**src/design/ebs_pkg.sv**
```systemverilog
// Shared constants, register codes and reciprocal table for the 3x3 edge-aware box smoother.
// No dependencies; the divider and core refer to it by scoped names, the bench imports it.
package ebs_pkg;

   localparam int MAX_WIDTH   = 4096;
   localparam int ROW_LIMIT   = 4096;
   localparam int SAMPLE_BITS = 16;
   localparam int ADDR_BITS   = $clog2(MAX_WIDTH);
   localparam int COL_BITS    = 12;
   localparam int DIM_BITS    = 13;
   localparam int CSR_IDX_BITS = 2;
   localparam int SUM_BITS    = 20;
   localparam int CNT_BITS    = 4;
   localparam int RECIP_BITS  = 24;

   localparam logic [CSR_IDX_BITS-1:0] CSR_ROW_WIDTH    = 2'd0;
   localparam logic [CSR_IDX_BITS-1:0] CSR_FRAME_HEIGHT = 2'd1;

   localparam logic OP_SAMPLE = 1'b0;
   localparam logic OP_DRAIN  = 1'b1;

   localparam logic [DIM_BITS-1:0] ROW_WIDTH_RESET    = 13'd2048;
   localparam logic [DIM_BITS-1:0] FRAME_HEIGHT_RESET = 13'd2048;

   // floor(2^24 / d), one short of 2^24 for d = 1; the divider corrects by one.
   function automatic logic [RECIP_BITS-1:0] recip(input logic [CNT_BITS-1:0] d);
      case (d)
         4'd1:    recip = RECIP_BITS'((1 << RECIP_BITS) - 1);
         4'd2:    recip = RECIP_BITS'((1 << RECIP_BITS) / 2);
         4'd3:    recip = RECIP_BITS'((1 << RECIP_BITS) / 3);
         4'd4:    recip = RECIP_BITS'((1 << RECIP_BITS) / 4);
         4'd5:    recip = RECIP_BITS'((1 << RECIP_BITS) / 5);
         4'd6:    recip = RECIP_BITS'((1 << RECIP_BITS) / 6);
         4'd7:    recip = RECIP_BITS'((1 << RECIP_BITS) / 7);
         4'd8:    recip = RECIP_BITS'((1 << RECIP_BITS) / 8);
         4'd9:    recip = RECIP_BITS'((1 << RECIP_BITS) / 9);
         default: recip = '0;
      endcase
   endfunction

endpackage

```
**src/design/ebs_div.sv**
```systemverilog
// Two-stage divide of a neighbourhood sum by a small count via reciprocal multiply.
// Depends on ebs_pkg for widths and the reciprocal table.
module ebs_div (
   input  logic                         clock,
   input  logic                         reset,
   input  logic                         start,
   input  logic [ebs_pkg::SUM_BITS-1:0] num,
   input  logic [ebs_pkg::CNT_BITS-1:0] den,
   output logic                         done,
   output logic [ebs_pkg::SUM_BITS-1:0] quot
);

   localparam int PROD_BITS = ebs_pkg::SUM_BITS + ebs_pkg::RECIP_BITS;
   localparam int QD_BITS   = ebs_pkg::SUM_BITS + ebs_pkg::CNT_BITS;

   logic                         vld1_ff, vld2_ff;
   logic [PROD_BITS-1:0]         prod_ff;
   logic [ebs_pkg::SUM_BITS-1:0] num_ff;
   logic [ebs_pkg::CNT_BITS-1:0] den_ff;
   logic [ebs_pkg::SUM_BITS-1:0] quot_ff, quot_in;

   logic [ebs_pkg::SUM_BITS-1:0] q0;
   logic [QD_BITS-1:0]           qd;
   logic [QD_BITS-1:0]           rem;

   // estimate is exact or one low
   always_comb begin
      q0      = prod_ff[PROD_BITS-1:ebs_pkg::RECIP_BITS];
      qd      = QD_BITS'(q0) * QD_BITS'(den_ff);
      rem     = QD_BITS'(num_ff) - qd;
      quot_in = (rem >= QD_BITS'(den_ff)) ? q0 + 1'b1 : q0;
   end

   always_ff @(posedge clock) begin
      if (reset) begin
         vld1_ff <= 1'b0;
         vld2_ff <= 1'b0;
      end else begin
         vld1_ff <= start;
         vld2_ff <= vld1_ff;
      end
      prod_ff <= PROD_BITS'(num) * PROD_BITS'(ebs_pkg::recip(den));
      num_ff  <= num;
      den_ff  <= den;
      quot_ff <= quot_in;
   end

   assign done = vld2_ff;
   assign quot = quot_ff;

endmodule

```
**config.mk**
```make
export PLATFORM = sky130hd
export DESIGN_NAME = ebs_div
export DESIGN_NICKNAME = d
export VERILOG_FILES = /design/src/design/ebs_pkg.sv /design/src/design/ebs_div.sv
export SDC_FILE = /design/constraint.sdc
export NUM_CORES = 1
export LEC_CHECK = 0
export CAP_MARGIN = 20
export CORE_UTILIZATION = 68
export DETAILED_ROUTE_END_ITERATION = 10
export DONT_BUFFER_PORTS = 1
export HOLD_SLACK_MARGIN = 0.05
export PLACE_DENSITY = 0.87
export SYNTH_ARGS = -nofsm -noshare
export SYNTH_HDL_FRONTEND = slang
export SYNTH_SLANG_ARGS = --single-unit
export TNS_END_PERCENT = 50
```
**constraint.sdc**
```tcl
create_clock -name clock -period 11.27 [get_ports clock]
set_input_delay 1.127 -clock clock [delete_from_list [all_inputs] [get_ports clock]]
set_output_delay 1.127 -clock clock [all_outputs]
set_load 0.02 [all_outputs]
```
# After elaboration in Yosys (flattened, before gate mapping)
# Memory sizes are Yosys's and may differ from the RTL's.
# Cells that the tools add are included.
# W data, S select, Z words.
dict set report totals {
  register_bits 90
  rom_bits 384
  in_bits 27
  memories 1
}
dict set report op_classes {
  add_sub_neg 2
  mul 2
  n_lt_le_gt_ge 1
  n_mux 1
}
# memory depth width rd rd_clocked_by_memory_dff wr line
set memory_table {}
lappend memory_table {{(no name shown)} 16 24 1 0 0 ebs_pkg.sv:27} ;# case (d)
# op n
set ops {}
lappend ops {{$mul A20 B24 Y44} 1}
lappend ops {{$ge A24 B4 Y1} 1}
lappend ops {{$mul A20 B4 Y24} 1}
lappend ops {{$sub A20 B24 Y24} 1}
lappend ops {{$add A20 B1 Y20 const B} 1}
lappend ops {{$mux W20} 1}

# Logic depth before layout (Yosys ltp)
# Gate-level depths: netlist of run 1.
dict set report depth {
  word_depth 4
  mapped_depth 32
  ltp_nobuf 31
}

# Worst setup path before layout of run 1
# Ideal clock, no wire load.
dict set report synth_path {
  path_kind {input-to-reg}
  start {in den[2] in the netlist's numbering}
  end {reg prod_ff[43]}
  arrival_ns 8.199
  t_required_ns 11.198
  setup_slack_ns 2.998
  stages 29
  path_buffers 3
  path_cell_list {clkbuf_1 > nand2_1 > o21ai_0 > clkbuf_1 > clkbuf_1 > nand2_1 > fa_1 > inv_1 > fa_1 > inv_1 > fa_1 > inv_1 > fa_1 > fa_1 > fa_1 > inv_1 > fa_1 > inv_1 > ha_1 > o21ai_0 > o21bai_1 > a2111oi_2 > o211ai_1 > a21oi_2 > o21ai_2 > a31o_2 > o41a_1 > a21oi_2 > xnor2_1}
}
dict set report synth_via {
  elab_chain_len 2
}
# element line
set synth_lines {}
lappend synth_lines {{from (decl)} ebs_div.sv:8} ;# input logic [ebs_pkg::CNT_BITS-1:0] den,
lappend synth_lines {{$mem_v2 Z16 W24} -}
lappend synth_lines {{$mul A20 B24 Y44} ebs_div.sv:42} ;# prod_ff <= PROD_BITS'(num) * PROD_BITS'(ebs_pkg::recip(den));
lappend synth_lines {{to (signal assigned)} ebs_div.sv:42}
lappend synth_lines {{to (decl)} ebs_div.sv:17} ;# logic [PROD_BITS-1:0] prod_ff;
# No other way between the ends.
# A chain may end at the register's enable or synchronous reset.

# Final worst setup path of run 1
dict set report layout_path {
  start {in den[1] in the netlist's numbering}
  end {reg prod_ff[43]}
}
# Same word-level chain as after synthesis.

==> out/metrics.yaml, run 1 <==
coreArea_sq_mm: 0.0255
drt-total-wl_um: 45400
yosysSeqAreaShare_pct: 7.40
synthArstFlopShare_pct: 0
grt_max_degree: 22
die_h_um: 164
clk_pin_slew_worst_paths_ps: 70
path_common_cell: "inv_1"
dp.cells: 2197
rows: 58
hpwl_um: 36300
cpPeakStageDelay_ps: 740
ys_ff_latch: 66
tritoncts: "done"
setup_viol: 0
synth_edf_count: 0
antenna_found_initial: 1
critPathMaxFanout: 21
layout_common_cells: "inv_1 (442), fa_1 (384), nand2_1 (259), ha_1 (202), and2_1 (165)"
vias_per_cell: 5.98
hold_class: "reg -> reg"
track_usage_pct: 36.6
finalWorstSetupSlack_ps: 2040
first_iter_violations: 1290
cap_viol_max_count: 0
regArea_sq_mm: 0.00132
crit_path_end_kind: "flip-flop"
grt_pass1_wl_um: 74000
multi_input_area_sq_mm: 0.0146
start_util_pct: 70.1
path_buf_inv: 9
drt-pass1-iter-count: 6
layout-drive-gt1-share_pct: 2.55
critical_path.top_delay_family: "adder cells"
nFillCells: 1833
grt_setup_unrepaired: "no"
dpl_worst_slack_ps: 1830
whs_ps: 445
crit_type: "in -> reg"
final_net_count: 2491
num_vias: 13200
instances_no_fill: 2213
synth-main-ff-cell: "dfxtp_1"
final_antenna_net_count: 0
peakVddDrop_uv: 479
cts_num_sinks: 66
diodes: 0
root_buffer: "clkbuf_16"
insertion_delay_ps: 350
overflow: 0
die_w_um: 164
numCtsBuffers: 9
fin_skew_ps: 9.84
final_common_cell: "inv_1"
ctsHoldBuffers: 0
route.detailed.drc: 0
yosysWarnings: 0
tightest_slew_ps: 1010
synth_nets: 2544
setup_tns_ps: 0
p_leak_nw: 9.50
dieArea_sq_mm: 0.0269
finalCriticalPeriod_ps: 9230
grt_pass1_vias: 14700
cts_max_level: 3
cts_max_path_buffers: 2
startpoint: "den[1]"
io_pins: 48
io_buffer_count: 0
power_density_mw_per_mm2: 302
required_ps: 11550
min_period_over_period_pct: 81.9
fmax_ghz: 0.108
worstPathArrival_ps: 9510
gp_congestion: 0.991
slowest_stage: "nand2_1"
critPathLaunchType: "input pin"
area_delta_synth_final_pct: 2.70
maxSlewViolCount: 0
routedWlPerCell_um: 20.5
cts_setup_buffers: 0
syn_inst: 1931
slew_headroom_pct: 32.2
hold_path_startpoint: "vld1_ff"
netlist_area_sq_mm: 0.0179
synth_cell_types: 66
r2r_start: "den_ff[3]"
synth.avg_cell_area_sq_um: 9.25
finalHoldViolCount: 0
post_cts_resized: 0
status: "completed"
## worst reg2reg max path: cells and delay by family (launching register included)
family                   cells  cell delay (ps)
adder cells (fa/ha/maj)      4             2020
flip-flops                   1              900
AO/OA/AOI/OAI                1              330
AND/OR/NAND/NOR              8             2660
multiplexers                 1              400
## layout make-up
class / count / share of cell area, %
tap: 330 / 2.25
clock buffer: 9 / 1.23
clock inverter: 7 / 0.293
multi-input combinational: 1347 / 79.5
sequential: 66 / 7.21
timing repair buffer: 12 / 0.491
inverter: 442 / 9.05
## flip-flops by register name (all words and copies together), names as in the netlist
name	count
num_ff	20
prod_ff	20
quot	20
den_ff	4
done	1
vld1_ff	1
## routing by layer
metal | vias to the layer above | share of wire, % | global-route usage (%)
li1 | 5711 | - | -
met1 | 6620 | 36 | 45.0
met2 | 705 | 49 | 61.8
met3 | 190 | 9.6 | 6.21
met4 | 0 | 5.4 | 19.2
met5 | - | 0 | 0
## path summary, 6_finish.rpt
| kind | slack, ps | depth (start not counted) | to |
|---|---|---|---|
| worst min-delay path | 450 | 1 | done |
| worst max-delay path | 2040 | 32 | prod_ff[43] |
| worst max register to register | 4860 | 14 | quot[1] |
| worst min register to register | 450 | 1 | done |
## cell families after synthesis
family	after synthesis	share of synthesized area, %
AO/OA/AOI/OAI	146	5.64
XOR/XNOR	60	2.94
adder cells (fa/ha/maj)	586	57.2
buffers and inverters	518	11.1
flip-flops	66	7.40
multiplexers	7	0.407
AND/OR/NAND/NOR	548	15.3
## power breakdown
part / total [mW] / internal (mW) / switching (mW)
clock: 0.269 / 0.151 / 0.119
sequential: 0.454 / 0.324 / 0.130
combinational: 4.82 / 2.01 / 2.81
## through the flow
step                total power, mW  area, sq um  utilization [%]
floorplan                      4.05        17900                -
global placement               4.98        18100             70.9
detailed placement             5.14        18100             70.9
CTS                            5.48        18300             72.0
global route                   6.11        18300             72.0
finish                         5.54        18300             72.0
## cell usage after synthesis, types with 10 or more instances
cell	count	area [sq um]
inv_1	442	1660
fa_1	384	7690
nand2_1	259	972
ha_1	202	2530
and2_1	165	1030
clkbuf_1	66	248
dfxtp_1	66	1320
a21oi_1	43	215
xor2_1	31	272
xnor2_1	29	254
nor2_1	28	105
o21ai_0	22	110
a21o_1	14	105
nand3_1	14	70.1
nor3_1	12	60.1
nor2b_1	11	68.8
a211oi_1	10	75.1
nand2b_1	10	62.6
Power figures use the tool's default switching activity.
==> run 2: changes to the inputs <==
--- a/config.mk
+++ b/config.mk
@@ -5,6 +5,7 @@
 export SDC_FILE = /design/constraint.sdc
 export NUM_CORES = 1
 export LEC_CHECK = 0
+export ABC_AREA = 1
 export CAP_MARGIN = 20
 export CORE_UTILIZATION = 68
 export DETAILED_ROUTE_END_ITERATION = 10
==> constraint.sdc (replaced) <==
create_clock -name clock -period 9.5 [get_ports clock]
set_input_delay 0.95 -clock clock [delete_from_list [all_inputs] [get_ports clock]]
set_output_delay 0.95 -clock clock [all_outputs]
set_load 0.02 [all_outputs]
==> out/metrics.yaml, run 2 <==
die_h_um: 171  # was 164 um
drt-total-wl_um: 59500  # was 45400 um
synthTopCellsByArea: "fa_1 (40%), ha_1 (13%), inv_1 (12%), nand2_1 (10%), dfxtp_1 (6.8%)"  # was fa_1 (43%), ha_1 (14%), inv_1 (9.3%), dfxtp_1 (7.4%), and2_1 (5.8%)
stdcell_area_sq_mm: 0.0200  # was 0.0183 sq mm
instances_no_fill: 2857  # was 2213
overflow: 0  # unchanged
synth_top_area_share_pct: 39.6  # was 43.1%
yosysWarnings: 0  # unchanged
die_w_um: 171  # was 164 um
dp.cells: 2841  # was 2197
start_util_pct: 69.6  # was 70.1%
layout_common_cells: "inv_1 (618), nand2_1 (529), fa_1 (384), nor2_1 (266), ha_1 (202)"  # was inv_1 (442), fa_1 (384), nand2_1 (259), ha_1 (202), and2_1 (165)
first_iter_violations: 1700  # was 1290
post_cts_resized: 0  # unchanged
fin_skew_ps: 18.8  # was 9.84 ps
min_period_over_period_pct: 89.6
final_antenna_net_count: 0  # unchanged
yosysSeqAreaShare_pct: 6.80  # was 7.40%
grt_pass1_vias: 17700  # was 14.7k
clk_pin_slew_worst_paths_ps: 70  # about the same
finalCriticalPeriod_ps: 8510
root_buffer: "clkbuf_16"  # unchanged
diodes: 0  # unchanged
slowest_stage: "fa_1"  # was nand2_1
critPathLaunchType: "input pin"  # unchanged
synth_largest_area_cell: "fa_1"  # unchanged
route.detailed.drc: 0  # unchanged
dieArea_sq_mm: 0.0293  # was 0.0269 sq mm
tightest_slew_ps: 961  # was 1010 ps
netlist_area_sq_mm: 0.0194  # was 0.0179 sq mm
grt_setup_unrepaired: "no"  # unchanged
setup_viol: 0  # unchanged
path_buf_inv: 9  # unchanged
synth_nets: 3124  # was 2544
rows: 61  # was 58
final_net_count: 3087  # was 2491
slew_headroom_pct: 36.0  # was 32.2%
track_usage_pct: 43.7  # was 36.6%
io_pins: 48  # unchanged
cts_setup_buffers: 0  # unchanged
synth-main-ff-cell: "dfxtp_1"  # unchanged
routedWlPerCell_um: 20.8  # was 20.5 um
cts_max_level: 3  # unchanged
status: "completed"  # unchanged
tritoncts: "done"  # unchanged
fmax_ghz: 0.118
synth_cell_types: 45  # was 66
critPathMaxFanout: 16  # was 21
synth.avg_cell_area_sq_um: 7.74  # was 9.25 sq um
worstPathArrival_ps: 8780  # was 9510 ps
maxSlewViolCount: 0  # unchanged
insertion_delay_ps: 350  # about the same
finalHoldViolCount: 0  # unchanged
critical_path.top_delay_family: "adder cells"  # unchanged
synthArstFlopShare_pct: 0  # unchanged
hold_class: "reg -> reg"  # unchanged
ys_ff_latch: 66  # unchanged
numCtsBuffers: 9  # unchanged
crit_path_end_kind: "flip-flop"  # unchanged
gp_congestion: 1.09  # was 0.991
crit_type: "in -> reg"  # unchanged
grt_max_degree: 22  # unchanged
required_ps: 9780  # was 11550 ps
cts_max_path_buffers: 2  # unchanged
syn_inst: 2511  # was 1931
setup_tns_ps: 0  # unchanged
antenna_found_initial: 1  # unchanged
cts_num_sinks: 66  # unchanged
num_vias: 16600  # was 13.2k
ctsHoldBuffers: 0  # unchanged
grt_pass1_wl_um: 94300  # was 74000 um
synth_most_common_cell: "inv_1"  # unchanged
synth_common_cells: "inv_1 (618), nand2_1 (529), fa_1 (384)"  # was inv_1 (442), fa_1 (384), nand2_1 (259)
hpwl_um: 51300  # was 36300 um
io_buffer_count: 0  # unchanged
drt-pass1-iter-count: 10  # was 6
vias_per_cell: 5.83  # was 5.98
dpl_cell_area_sq_mm: 0.0197  # was 0.0181 sq mm
coreArea_sq_mm: 0.0279  # was 0.0255 sq mm
final_common_cell: "inv_1"  # unchanged
layout-drive-gt1-share_pct: 3.23  # was 2.55%
cap_viol_max_count: 0  # unchanged
synth_edf_count: 0  # unchanged
area_delta_synth_final_pct: 3.01  # was 2.70%
cpPeakStageDelay_ps: 580  # was 740 ps
==> run 2: cell families after synthesis <==
kind of cell,Yosys count,synth area share (%)
AOI/OAI and AO/OA,160,4.61
xor gates and xnor gates,54,2.43
adders and majority gates,586,52.6
buffers and inverters,709,13.9
DFF,66,6.80
and+or+nand+nor,936,19.7
==> run 2: metrics by stage <==
step	hold slack [ps]	utilization, %	setup WS [ps]
global placement	391	70.7	1260
global route	417	71.7	649
CTS	397	71.7	1300
floorplan	388	-	2310
finish	395	71.7	993
detailed placement	398	70.7	950
==> run 2: final timing paths <==
check             from          end  slack (ps)  cells past startpoint
max reg2reg  den_ff[2]     quot[18]        4240                     20
max             den[0]  prod_ff[30]         990                     29
min            vld1_ff         done         400                      2
min reg2reg    vld1_ff         done         400                      2
==> run 2: worst min-delay path, delay by kind of cell, from the launching register on <==
family | cells | cell delay (ps)
buffers and inverters | 1 | 40
AND/OR/NAND/NOR | 1 | 30
flip-flops | 1 | 300
==> run 2: final cells by class <==
cell class | count | area [sq um]
Multi-Input combinational cell | 1736 | 15400
Clock buffer | 9 | 225
Inverter | 646 | 2420
Timing Repair Buffer | 15 | 113
Fill cell | 2236 | 7920
Sequential cell | 66 | 1320
Tap cell | 378 | 473
Clock inverter | 7 | 53.8
==> run 2: per-layer routing <==
| layer | GRT usage [%] | up-vias | part of all wire (%) |
|---|---|---|---|
| met2 | 68.7 | 1095 | 44 |
| met1 | 54.2 | 7959 | 36 |
| met4 | 23.4 | 0 | 6.4 |
| li1 | - | 7327 | - |
| met5 | 0 | - | 0 |
| met3 | 13.0 | 266 | 13 |
Power of run 2 is not shown: default switching activity piles up to over one toggle a cycle in this logic, so the estimate is an artifact.
